File: src/rtl/assert_macros.svh
// Assertion helper macros for the event selector RTL.
`ifndef ASSERT_MACROS_SVH
`define ASSERT_MACROS_SVH
`ifndef ASSERT_OFF
// Check that an antecedent implies a consequent in the same cycle.
`define ASSERT_IMPLY(label, clk, rst_n, a, b) \
  label: assert property (@(posedge clk) disable iff (!rst_n) (a) |-> (b)) \
    else $error("assertion failed");
// Check that an antecedent implies a consequent in the following cycle.
`define ASSERT_NEXT(label, clk, rst_n, a, b) \
  label: assert property (@(posedge clk) disable iff (!rst_n) (a) |=> (b)) \
    else $error("assertion failed");
`else
`define ASSERT_IMPLY(label, clk, rst_n, a, b)
`define ASSERT_NEXT(label, clk, rst_n, a, b)
`endif
`endif

File: src/rtl/twes_pkg.sv
// ----------------------------------------------------------------------------
// twes_pkg
// Shared types and constants of the two-level weighted event selector.
// ----------------------------------------------------------------------------
package twes_pkg;
  localparam int unsigned MaxGroupsDef  = 16;
  localparam int unsigned MaxStepsDef   = 64;
  localparam int unsigned WeightBitsDef = 32;
  localparam int unsigned AccBits       = 40;

  localparam logic [1:0] OpLoadGroup = 2'd0;
  localparam logic [1:0] OpLoadStep  = 2'd1;
  localparam logic [1:0] OpSelect    = 2'd2;

  localparam logic RegCompCount = 1'b0;
  localparam logic RegPathCount = 1'b1;

  // controller to datapath
  typedef struct packed {
    logic start;      // latch select operands, clear sum and counters
    logic mul_hi;     // compute high partial product
    logic mul_lo;     // compute low partial product, load high product into target
    logic rd_group;   // issue group table read
    logic add_group;  // accumulate group weight and compare
    logic back_out;   // remove group weight, load step count
    logic rd_step;    // issue step table read
    logic add_step;   // accumulate step weight and compare
    logic next_group; // advance group index
    logic to_paths;   // switch to path table, group 0
    logic commit;     // record hit as last selection
  } ctl_t;

  // datapath to controller
  typedef struct packed {
    logic group_done; // no groups left in current table
    logic table_path; // scanning path table
    logic hit;        // running sum exceeds target
    logic steps_done; // no steps left in current group
  } sts_t;
endpackage

File: src/rtl/twes_ctrl.sv
// ----------------------------------------------------------------------------
// twes_ctrl
// Scan sequencer: handshake, multiply steps, group scan, step scan, result.
// ----------------------------------------------------------------------------
`include "assert_macros.svh"
module twes_ctrl (
  input  logic           clk_i,
  input  logic           rst_ni,
  input  logic           in_valid,
  output logic           in_stall,
  input  logic [1:0]     op_i,
  output logic           load_o,
  output twes_pkg::ctl_t ctl_o,
  input  twes_pkg::sts_t sts_i,
  output logic           out_valid,
  input  logic           out_stall,
  output logic           found_o
);
  import twes_pkg::*;

  typedef enum logic [3:0] {
    S_IDLE, S_MHI, S_MLO, S_GRD, S_GADD, S_GCHK, S_BACK,
    S_SRD, S_SADD, S_SCHK, S_DONE
  } state_e;

  state_e state_q;
  logic   found_q, ovalid_q;
  logic   accept;

  assign in_stall = (state_q != S_IDLE) || (ovalid_q && out_stall);
  assign accept   = in_valid && !in_stall;
  assign load_o   = accept && op_i != OpSelect;

  always_comb begin
    ctl_o = '0;
    ctl_o.start      = accept && op_i == OpSelect;
    ctl_o.mul_hi     = state_q == S_MHI;
    ctl_o.mul_lo     = state_q == S_MLO;
    ctl_o.rd_group   = state_q == S_GRD;
    ctl_o.add_group  = state_q == S_GADD;
    ctl_o.back_out   = state_q == S_GCHK && sts_i.hit;
    ctl_o.next_group = state_q == S_GCHK && !sts_i.hit;
    ctl_o.rd_step    = state_q == S_SRD;
    ctl_o.add_step   = state_q == S_SADD;
    ctl_o.commit     = state_q == S_SCHK && sts_i.hit;
    ctl_o.to_paths   = (state_q == S_GRD && sts_i.group_done && !sts_i.table_path) ||
                       (state_q == S_SCHK && !sts_i.hit && sts_i.steps_done &&
                        !sts_i.table_path);
  end

  always_ff @(posedge clk_i or negedge rst_ni) begin
    if (!rst_ni) begin
      state_q  <= S_IDLE;
      found_q  <= 1'b0;
      ovalid_q <= 1'b0;
    end else begin
      if (ovalid_q && !out_stall) ovalid_q <= 1'b0;
      case (state_q)
        S_IDLE: if (ctl_o.start) state_q <= S_MHI;
        S_MHI:  state_q <= S_MLO;
        S_MLO:  state_q <= S_GRD;
        S_GRD: begin
          if (sts_i.group_done) begin
            if (sts_i.table_path) begin
              found_q <= 1'b0;
              state_q <= S_DONE;
            end
            // stay: table switched to paths
          end else begin
            state_q <= S_GADD;
          end
        end
        S_GADD: state_q <= S_GCHK;
        S_GCHK: state_q <= sts_i.hit ? S_SRD : S_GRD;
        S_SRD: begin
          if (sts_i.steps_done) begin
            if (sts_i.table_path) begin
              found_q <= 1'b0;
              state_q <= S_DONE;
            end else begin
              state_q <= S_SCHK;
            end
          end else begin
            state_q <= S_SADD;
          end
        end
        S_SADD: state_q <= S_SCHK;
        S_SCHK: begin
          if (sts_i.hit) begin
            found_q <= 1'b1;
            state_q <= S_DONE;
          end else if (sts_i.steps_done) begin
            if (sts_i.table_path) begin
              found_q <= 1'b0;
              state_q <= S_DONE;
            end else begin
              state_q <= S_GRD;
            end
          end else begin
            state_q <= S_SRD;
          end
        end
        S_DONE: begin
          ovalid_q <= 1'b1;
          state_q  <= S_IDLE;
        end
        default: state_q <= S_IDLE;
      endcase
    end
  end

  assign out_valid = ovalid_q;
  assign found_o   = found_q;

  `ASSERT_IMPLY(a_busy_stalls, clk_i, rst_ni, state_q != S_IDLE, in_stall)
  `ASSERT_NEXT(a_done_valid, clk_i, rst_ni, state_q == S_DONE, out_valid)
  `ASSERT_IMPLY(a_one_step_op, clk_i, rst_ni, 1'b1,
                $countones({ctl_o.rd_group, ctl_o.add_group, ctl_o.rd_step,
                            ctl_o.add_step}) <= 1)
endmodule

File: config.mk
export PLATFORM = sky130hd
export DESIGN_NAME = twes_ctrl
export DESIGN_NICKNAME = d
export VERILOG_FILES = /design/src/rtl/twes_pkg.sv /design/src/rtl/twes_ctrl.sv
export VERILOG_INCLUDE_DIRS = /design/src /design/src/rtl
export SDC_FILE = /design/constraint.sdc
export NUM_CORES = 1
export LEC_CHECK = 0
export ABC_AREA = 1
export ABC_CLOCK_PERIOD_IN_PS = 2500
export BUFFER_PORTS_ARGS = -buffer_cell sky130_fd_sc_hd__buf_2
export CAP_MARGIN = 20
export CORE_UTILIZATION = 42
export DETAILED_ROUTE_END_ITERATION = 16
export GPL_TIMING_DRIVEN = 0
export PLACE_DENSITY = 0.73
export SLEW_MARGIN = 20
export SYNTH_ARGS = -nofsm -noshare
export SYNTH_HDL_FRONTEND = slang
export SYNTH_SLANG_ARGS = --single-unit
export TNS_END_PERCENT = 10
File: constraint.sdc
create_clock -name clk_i -period 2.5 [get_ports clk_i]
set_input_delay 0.5 -clock clk_i [delete_from_list [all_inputs] [get_ports clk_i]]
set_output_delay 0.5 -clock clk_i [all_outputs]
set_load 0.02 [all_outputs]
==> reports/results.tsv, run 1 <==
stage	metric	value	unit
status	status	finished, final reports clean	
route	dr.pass1.iters	4	
cts	root_buffer	clkbuf_4	
timing	setup_viol	0	
die	core	0.00117	mm²
pwr	leakage	0.461	nW
die	die_w	38.4	µm
route	finalWirelength	1280	µm
yosys	ys_ff_latch	6	
die	dieArea	0.00148	mm²
grt	overflow	0	
grt	grt_start_max_net_pins	7	
die	initial_core_util	47.5	%
setup_path	cp_max_fo	4	
yosys	ys_types	20	
yosys	yosysSeqAreaShare	27.0	%
finish	instances_no_fill	129	
route	drt_iter0_drc	6	
die	top_level_ports	25	
finish	final_core_util	61.2	%
flow_run	drv_cap	0	
yosys	syn-num-nets	98	
setup_path	worst_setup_path_start_kind	flop	
die	die_h	38.4	µm
timing	final_max_slew_viol_count	0	
setup_path	crit_slowest_cell	dfrtp_1	
yosys	ys_warn_count	0	
cts	cts_resized	0	
cts	clk_pin_slew	0.05	ns
pwr	power_per_cell_area	954	mW/mm²
route	drc	0	
cts	cts_max_level	1	
timing	timing.fmax	513	MHz
cts	cts_buffer_depth	2	
setup_path	crit_top_cell	nor2_4	
timing	timing.final.crit_share	78.0	%
die	std_cell_rows	12	
grt	grt_pass1_vias	513	
finish	final_nets	127	
timing	period_minus_slack	1.95	ns
grt	grt_pass1_wl	2090	µm
pwr	ir_drop	0.548	mV
route	via_per_inst	4.91	
setup_path	cp.required	2.00	ns
setup_path	critPathMaxStageDelay	0.45	ns
setup_path	cp_cell_sequence	inv_2, nand2_2, nor2_4, nand2_4, nor2_4, inv_1, nand2_1, buf_2	
finish	drive_above_1_share	40.0	%
cts	cts_sinks	6	
finish	diodes	0	
setup_path	cp.arrival	1.45	ns
grt	antenna_found_initial	0	
cts	cts_buffers	3	
placement	hpwl	1100	µm
worst_hold_path	hold_class	input port to async pin	
grt	grt_usage	20.9	%
placement	pre_cts_slack	0.802	ns
cts	clk_latency	0.24	ns
setup_path	crit_type	flop to output port	
timing	hold_viol	0	
yosys	syn_area	557	µm²
timing	skew	0.00359	ns
route	wl_per_cell	9.95	µm
timing	slew_headroom	80.5	%
timing	rsz0062_at_grt	no	
timing	tightest_slew	0.291	ns
cts	holdBufCountCts	0	
yosys	syn_inst	88	
timing	fin_setup_tns	0	ns
setup_path	end_kind	output port	
finish	syn_to_final_growth	28.8	%
cts	cts_tree	yes	
yosys	syn_area_per_cell	6.33	µm²
route	drt.antenna.violating_nets	0	
cts	postCtsSetupRepairBufs	0	
timing	fin_ws	0.550	ns
placement	numPortBuffers	24	
placement	gp_congestion	0.803	
placement	dp_cells	126	
route	vias	634	
==> cell families after synthesis <==
kind of cell / after synthesis / synth area share, %
DFF: 6 / 27.0
buffers and inverters: 18 / 12.1
AOI/OAI and AO/OA: 6 / 7.19
and+or+nand+nor: 58 / 53.7
==> worst paths after layout <==
kind,start,to,slack [ns],cells past startpoint
worst max-delay path,state_q[3]$_DFFE_PN0P_,ctl_o[1],0.55,8
worst min-delay path,rst_ni,out_valid$_DFFE_PN0P_,0.07,1
worst max register to register,state_q[0]$_DFFE_PN0P_,state_q[3]$_DFFE_PN0P_,1.24,5
worst min register to register,found_o$_DFFE_PN0P_,found_o$_DFFE_PN0P_,0.49,2
max in group asynchronous,rst_ni,found_o$_DFFE_PN0P_,2.28,1
min in group clk_i,found_o$_DFFE_PN0P_,found_o$_DFFE_PN0P_,0.49,2
==> sequential cells by signal, indices dropped and copies added (netlist names) <==
signal     count
found_o        1
out_valid      1
state_q        4
==> report_power, final <==
| group | internal (mW) | switching (mW) | total [mW] |
|---|---|---|---|
| combinational | 0.150 | 0.279 | 0.429 |
| sequential | 0.129 | 0.0367 | 0.165 |
| clock | 0.0543 | 0.0354 | 0.0897 |
| total | 0.332 | 0.352 | 0.684 |
==> critical path, delay by kind of cell (launching register included) <==
kind	cells	cell delay (ns)
buffers and inverters	3	0.31
flip-flops	1	0.45
AND/OR/NAND/NOR	5	0.43
==> cell usage in the layout (no fill, tap or decap), types with 2 or more instances in the layout <==
cell type | netlist | layout
nand2_2 | 5 | 5
inv_1 | 12 | 12
buf_2 | 0 | 24
nor2_4 | 4 | 4
nand3_1 | 8 | 8
nand4_1 | 2 | 2
dfrtp_1 | 6 | 6
nand2_1 | 21 | 21
nor2_1 | 13 | 13
inv_2 | 6 | 6
clkbuf_4 | 0 | 3
==> cell type report <==
cell class                      count  area [µm²]
Fill cell                         109         454
Multi-Input combinational cell     64         339
Sequential cell                     6         150
Timing Repair Buffer               24         120
Inverter                           18        67.6
Clock buffer                        3        22.5
Tap cell                           14        17.5
==> cells in the mapped netlist <==
cell       n  area, µm²
o21ai_2    1       8.76
inv_1     12       45.0
nand2_1   21       78.8
nor3_1     1       5.00
o21ai_1    1       5.00
nor2_2     1       6.26
or2_1      1       6.26
nand2_2    5       31.3
nand4_1    2       12.5
nand2_4    1       11.3
a21boi_0   1       7.51
nor2_1    13       48.8
o31ai_1    1       7.51
inv_2      6       22.5
dfrtp_1    6        150
nor2b_4    1       13.8
a31oi_1    1       6.26
nand3_1    8       40.0
a21oi_1    1       5.00
nor2_4     4       45.0
==> through the flow <==
step / power, mW / cell area (µm²) / hold slack [ns]
after floorplan: 0.489 / 557 / 0.204
after global placement: 0.596 / 694 / 0.329
after detailed placement: 0.600 / 694 / 0.334
after CTS: 0.694 / 717 / 0.0690
after global routing: 0.747 / 717 / 0.0657
final: 0.684 / 717 / 0.0710
==> metal layers <==
| layer | vias to the layer above | GRT usage, % | routed length (µm) |
|---|---|---|---|
| li1 | 325 | - | - |
| met2 | 26 | 31.8 | 600 |
| met5 | - | 0 | 0 |
| met3 | 2 | 8.72 | 96 |
| met1 | 281 | 27.0 | 582 |
| met4 | 0 | 5.17 | 4 |
(Power assumes the default switching activity.)
==> run 2, diff against run 1 <==
--- a/config.mk
+++ b/config.mk
@@ -6,11 +6,11 @@
 export SDC_FILE = /design/constraint.sdc
 export NUM_CORES = 1
 export LEC_CHECK = 0
-export ABC_AREA = 1
-export ABC_CLOCK_PERIOD_IN_PS = 2500
+export ABC_AREA = 0
+export ABC_CLOCK_PERIOD_IN_PS = 1700
 export BUFFER_PORTS_ARGS = -buffer_cell sky130_fd_sc_hd__buf_2
 export CAP_MARGIN = 20
-export CORE_UTILIZATION = 42
+export CORE_UTILIZATION = 40
 export DETAILED_ROUTE_END_ITERATION = 16
 export GPL_TIMING_DRIVEN = 0
 export PLACE_DENSITY = 0.73
==> constraint.sdc (replaced) <==
create_clock -name clk_i -period 1.7 [get_ports clk_i]
set_input_delay 0.34 -clock clk_i [delete_from_list [all_inputs] [get_ports clk_i]]
set_output_delay 0.34 -clock clk_i [all_outputs]
set_load 0.02 [all_outputs]
==> run 2 against run 1 <==
The run now ends with setup timing left. First-iteration DRC count rose to 4.7 times the previous value. Synthesized area down 2.2%. Via count down 1.3%. Sequential share of layout area down 1.5 points. Sequential power up 61%. Combinational power up 140%. Total power up 110%. Non-clock buffer count up 8. Critical path depth down 3. Global-route usage up 1.7 points. Clock power up 40%. Hold slack better by 0.32 ns. Critical endpoint is now load_o.
==> reports/results.tsv, run 2 <==
stage	metric	value	unit
setup_path	crit_type	flop to output port	
yosys	yosysMostFrequentCell	nor3_1	
pwr	ir_drop	0.852	mV
finish	syn_to_final_growth	42.8	%
grt	grt_pass1_vias	480	
timing	rsz0062_at_grt	yes	
route	drc	0	
setup_path	reg2regPathDepth	6	
die	core	0.00119	mm²
die	die_w	38.9	µm
timing	setup_viol	7	
yosys	yosysSeqAreaShare	27.6	%
grt	overflow	0	
finish	design_area	777	µm²
yosys	synth_ff_type	dfrtp_1	
cts	cts_tree	yes	
worst_hold_path	hold_class	input port to flop	
timing	skew	0.00178	ns
timing	timing.fmax	558	MHz
grt	grt_pass1_wl	2180	µm
die	dieArea	0.00151	mm²
die	top_level_ports	25	
yosys	ys_types	27	
finish	final_nets	111	
finish	top_register	state_q	
setup_path	worst_setup_path_start_kind	flop	
worst_hold_path	min-delay-start	out_stall	
setup_path	worstReg2RegEnd	found_o$_DFFE_PN0P_	
setup_path	end_kind	output port	
setup_path	crit_slowest_cell	dfrtp_2	
finish	final_common_cell	buf_2	
pwr	leakage	0.377	nW
placement	numPortBuffers	24	
placement	pre_cts_slack	0.0795	ns
die	std_cell_rows	12	
finish	largest_register_ffs	4	
route	finalWirelength	1450	µm
timing	hold_viol	0	
cts	clk_latency	0.24	ns
finish	drive_above_1_share	43.4	%
grt	grt_start_max_net_pins	11	
route	dr.pass1.iters	4	
placement	placed_area	687	µm²
yosys	netlist_top_cells_count	nor3_1, nor2_1, dfrtp_1, nand2_1, inv_1	
setup_path	cp.required	1.36	ns
route	wl_per_cell	12.8	µm
cts	cts_buffers	3	
placement	gp_congestion	0.872	
grt	grt_usage	22.6	%
cts	clk_pin_slew	0.04	ns
finish	diodes	0	
worst_hold_path	worstHoldPathCells	3	
cts	cts_sinks	6	
yosys	synth_top_area_share	27.6	%
finish	fillers	99	
setup_path	critPathMaxStageDelay	0.43	ns
die	die_h	38.9	µm
timing	timing.final.crit_share	105	%
timing	fin_ws	-0.0925	ns
route	vias	626	
timing	final_max_slew_viol_count	0	
yosys	synth_top_cell_by_area	dfrtp_1	
finish	final_cell_mix	buf_2, buf_4, nor2_1, nand2_1	
timing	period_minus_slack	1.79	ns
cts	root_buffer	clkbuf_4	
timing	tightest_slew	0.242	ns
pwr	finalPower	1.43	mW
yosys	syn_area_per_cell	8.00	µm²
yosys	ys_warn_count	0	
setup_path	rr_startpoint	state_q[2]$_DFFE_PN0P_	
route	drt.antenna.violating_nets	0	
flow_run	drv_cap	0	
yosys	synth.area.top_cells	dfrtp_1, nor3_1, o32ai_2	
finish	final_core_util	65.5	%
yosys	syn_inst	68	
route	via_per_inst	5.54	
setup_path	cp-startpoint	state_q[2]$_DFFE_PN0P_	
placement	hpwl	1000	µm
setup_path	ff2ff_setup_slack	0.36	ns
yosys	ys_ff_latch	6	
cts	cts_max_level	1	
yosys	syn-num-nets	78	
yosys	async_reset_ff_share	100	%
setup_path	cp.arrival	1.45	ns
cts	cts_buffer_depth	2	
status	violations	setup timing	
yosys	syn_area	544	µm²
pwr	power_per_cell_area	1840	mW/mm²
setup_path	cp_cell_sequence	buf_6, nor4_4, nand2_1, nor2_1, buf_4	
timing	slew_headroom	83.8	%
grt	antenna_found_initial	0	
worst_hold_path	worstHoldEndpoint	out_valid$_DFFE_PN0P_	
yosys	synth_edf_count	0	
setup_path	cp_max_fo	6	
die	initial_core_util	45.9	%
status	status	finished with violations	
route	drt_iter0_drc	28	
run 2: cells by family after synthesis:
family                 after synthesis  share of synthesized area, %
and+or+nand+nor                     34                          34.9
muxes                                1                          1.84
DFF                                  6                          27.6
buffers and inverters                9                          10.3
AOI/OAI and AO/OA                   18                          25.3
run 2: metal layers:
layer  part of all wire [%]  wire, µm  up-vias  global-route usage (%)
li1                       -         -      310                       -
met1                     47       682      282                    31.3
met2                     46       667       30                    30.4
met3                    4.9        71        4                    3.47
met4                    2.0        29        0                    18.1
met5                      0         0        -                       0
run 2: layout make-up:
class / count / area, µm² / area share, %
multi-input cells: 53 / 360 / 46.4
repair buffers: 28 / 165 / 21.3
flip-flops and latches: 6 / 151 / 19.5
plain buffers: 4 / 41.3 / 5.31
clock buffers: 3 / 22.5 / 2.90
inverters: 5 / 18.8 / 2.42
well taps: 14 / 17.5 / 2.25
run 2: worst max-delay path by stage:
stage | slack [ns] | depth (start not counted) | endpoint
floorplan | -0.03 | 4 | load_o
global route | -0.18 | 5 | ctl_o[1]
global placement | 0.1 | 5 | load_o
finish | -0.09 | 5 | load_o
detailed placement | 0.08 | 5 | load_o
CTS | -0.11 | 5 | load_o
run 2: repair_timing:
action | 4_1_cts | 5_1_grt
hold endpoints to repair | 6 | 0
endpoints found under the setup margin | 8 | 11
buffers inserted | 3 | 0
gates cloned | 0 | 0
resized for setup | 4 | 7
hold buffers | 1 | 0
pin swaps | 5 | 0
run 2: report_power, final:
group          total (mW)  switching, mW  internal, mW  leakage [nW]
registers           0.266         0.0573         0.208        0.0763
clock network       0.126         0.0462        0.0795        0.0138
logic                1.04          0.602         0.440         0.287
run 2: worst max-delay path: cells and delay by family (launching register included):
kind | cells | cell delay (ns)
AND/OR/NAND/NOR | 3 | 0.49
flip-flops | 1 | 0.43
buffers and inverters | 2 | 0.29
run 2: through the flow:
step | std cells | hold WS [ns] | TNS [ns]
6_report | 113 | 0.392 | -0.307
5_1_grt | 113 | 0.400 | -0.771
4_1_cts | 113 | 0.380 | -0.444
3_5_place_dp | 106 | 0.164 | 0
3_3_place_gp | 106 | 0.164 | 0
2_1_floorplan | 68 | 0.0444 | -0.0270
==> run 3, diff against run 2 <==
--- a/config.mk
+++ b/config.mk
@@ -7,13 +7,13 @@
 export NUM_CORES = 1
 export LEC_CHECK = 0
 export ABC_AREA = 0
-export ABC_CLOCK_PERIOD_IN_PS = 1700
+export ABC_CLOCK_PERIOD_IN_PS = 1440
 export BUFFER_PORTS_ARGS = -buffer_cell sky130_fd_sc_hd__buf_2
 export CAP_MARGIN = 20
-export CORE_UTILIZATION = 40
+export CORE_UTILIZATION = 35
 export DETAILED_ROUTE_END_ITERATION = 16
 export GPL_TIMING_DRIVEN = 0
-export PLACE_DENSITY = 0.73
+export PLACE_DENSITY = 0.65
 export SLEW_MARGIN = 20
 export SYNTH_ARGS = -nofsm -noshare
 export SYNTH_HDL_FRONTEND = slang
==> constraint.sdc (replaced) <==
create_clock -name clk_i -period 1.44 [get_ports clk_i]
set_input_delay 0.288 -clock clk_i [delete_from_list [all_inputs] [get_ports clk_i]]
set_output_delay 0.288 -clock clk_i [all_outputs]
set_load 0.02 [all_outputs]
==> run 3 against run 2 <==
The run still ends with setup timing left. Sequential power up 16%. Clock skew down 0.0017 ns. Setup slack worse by 0.18 ns. Largest power group unchanged. Wire length up 5.7%. Global-route usage down 3.9 points. Final cell count up 5.3%. First-iteration DRC count down 29%.
==> reports/results.tsv, run 3 (same netlist as run 2, synthesis figures left out) <==
stage	metric	value	unit
status	status	finished with violations	
status	violations	setup timing	
cts	clk_pin_slew	0.04	ns
route	via_per_inst	5.49	
timing	final_max_slew_viol_count	0	
finish	largest_register_ffs	4	
die	top_level_ports	25	
grt	grt_pass1_vias	574	
finish	multi_input_area	380	µm²
grt	overflow	0	
timing	slew_headroom	78.0	%
setup_path	cp_cell_sequence	buf_6, nor4_4, inv_1, nor2_1, buf_4	
timing	tightest_slew	0.326	ns
setup_path	cp.arrival	1.42	ns
worst_hold_path	hold_class	input port to flop	
placement	numPortBuffers	24	
pwr	power_per_cell_area	2200	mW/mm²
grt	grt_start_max_net_pins	11	
setup_path	crit_slowest_cell	dfrtp_2	
route	drt.antenna.violating_nets	0	
die	initial_core_util	39.8	%
finish	drive_above_1_share	51.0	%
flow_run	drv_cap	0	
timing	skew	0.000117	ns
grt	grt_usage	18.7	%
cts	cts_max_level	1	
finish	diodes	0	
finish	fillers	129	
finish	final_common_cell	buf_2	
die	die_h	41.4	µm
placement	gp_congestion	0.827	
placement	hpwl	1060	µm
setup_path	critPathMaxStageDelay	0.42	ns
timing	period_minus_slack	1.71	ns
grt	antenna_found_initial	0	
setup_path	cp_max_fo	4	
finish	design_area	851	µm²
finish	final_core_util	62.3	%
cts	clk_latency	0.23	ns
cts	cts_tree	yes	
finish	top_register	state_q	
route	vias	653	
route	dr.pass1.iters	4	
setup_path	worst_setup_path_start_kind	flop	
grt	grt_pass1_wl	2480	µm
route	drc	0	
die	core	0.00137	mm²
worst_hold_path	worstHoldPathCells	3	
cts	cts_buffers	3	
finish	seq_area	151	µm²
setup_path	cp.required	1.15	ns
route	drt_iter0_drc	20	
timing	setup_viol	13	
timing	timing.final.crit_share	119	%
route	wl_per_cell	12.9	µm
pwr	ir_drop	1.17	mV
route	finalWirelength	1530	µm
die	std_cell_rows	13	
cts	root_buffer	clkbuf_4	
cts	cts_sinks	6	
timing	fin_ws	-0.269	ns
setup_path	crit_type	flop to output port	
setup_path	reg2regPathDepth	5	
die	die_w	41.4	µm
timing	hold_viol	0	
placement	placed_area	701	µm²
setup_path	end_kind	output port	
finish	final_cell_mix	buf_2, buf_4	
cts	cts_buffer_depth	2	
timing	rsz0062_at_grt	yes	
timing	timing.fmax	585	MHz
finish	final_nets	116	
die	dieArea	0.00172	mm²
finish	syn_to_final_growth	56.3	%
pwr	leakage	0.407	nW
[run 3: cell count changes in the layout (fill, tap and decap cells not counted), sizes merged]
cell	delta
buf	+5
[run 3: path summary, 6_finish.rpt]
| kind | from | end | slack [ns] |
|---|---|---|---|
| max | state_q[1]$_DFFE_PN0P_ | ctl_o[10] | -0.27 |
| min | out_stall | out_valid$_DFFE_PN0P_ | 0.35 |
| max reg2reg | state_q[1]$_DFFE_PN0P_ | found_o$_DFFE_PN0P_ | 0.10 |
| min reg2reg | found_o$_DFFE_PN0P_ | found_o$_DFFE_PN0P_ | 0.48 |
| max in group asynchronous | rst_ni | state_q[1]$_DFFE_PN0P_ | 0.88 |
| min in group asynchronous | rst_ni | out_valid$_DFFE_PN0P_ | 0.41 |
[run 3: area by class of cell]
type / instances / share of cell area (%)
Tap cell: 15 / 2.21
Clock buffer: 3 / 2.65
Multi-Input combinational cell: 53 / 44.7
Sequential cell: 6 / 17.8
Timing Repair Buffer: 33 / 25.1
Inverter: 5 / 2.21
Buffer: 4 / 5.29
[run 3: critical path: cells and delay by family, from the launching register on]
| family | cells | cell delay (ns) |
|---|---|---|
| simple gates | 2 | 0.41 |
| flops | 1 | 0.42 |
| buf+inv | 3 | 0.35 |
[run 3: stage by stage]
step	setup WS (ns)	instances	hold WS, ns	total power [mW]	setup TNS (ns)
4_1_cts	-0.286	115	0.351	1.76	-2.36
3_3_place_gp	-0.160	107	0.114	1.42	-0.442
3_5_place_dp	-0.144	107	0.113	1.42	-0.378
6_report	-0.269	119	0.354	1.87	-2.26
5_1_grt	-0.380	119	0.385	2.01	-3.28
2_1_floorplan	-0.118	68	-0.00759	1.15	-0.567
[run 3: power breakdown]
part	internal (mW)	total (mW)	leakage, nW	switching [mW]
Combinational	0.648	1.42	0.317	0.774
Sequential	0.246	0.308	0.0768	0.0613
Clock	0.0935	0.143	0.0138	0.0496
Total	0.988	1.87	0.407	0.885
[run 3: layer usage]
| layer | wire [µm] | part of all wire, % | global-route usage [%] |
|---|---|---|---|
| met1 | 664 | 43 | 24.3 |
| met2 | 741 | 48 | 27.8 |
| met3 | 113 | 7.4 | 3.48 |
| met4 | 14 | 0.91 | 12.9 |
| met5 | 0 | 0 | 0 |
[run 3: repair_timing]
item	in CTS	in global routing
hold buffers	1	0
pin swaps	5	2
endpoints found under the hold margin	6	0
setup endpoints to repair	13	13
setup buffers	4	4
gates resized for setup	15	3
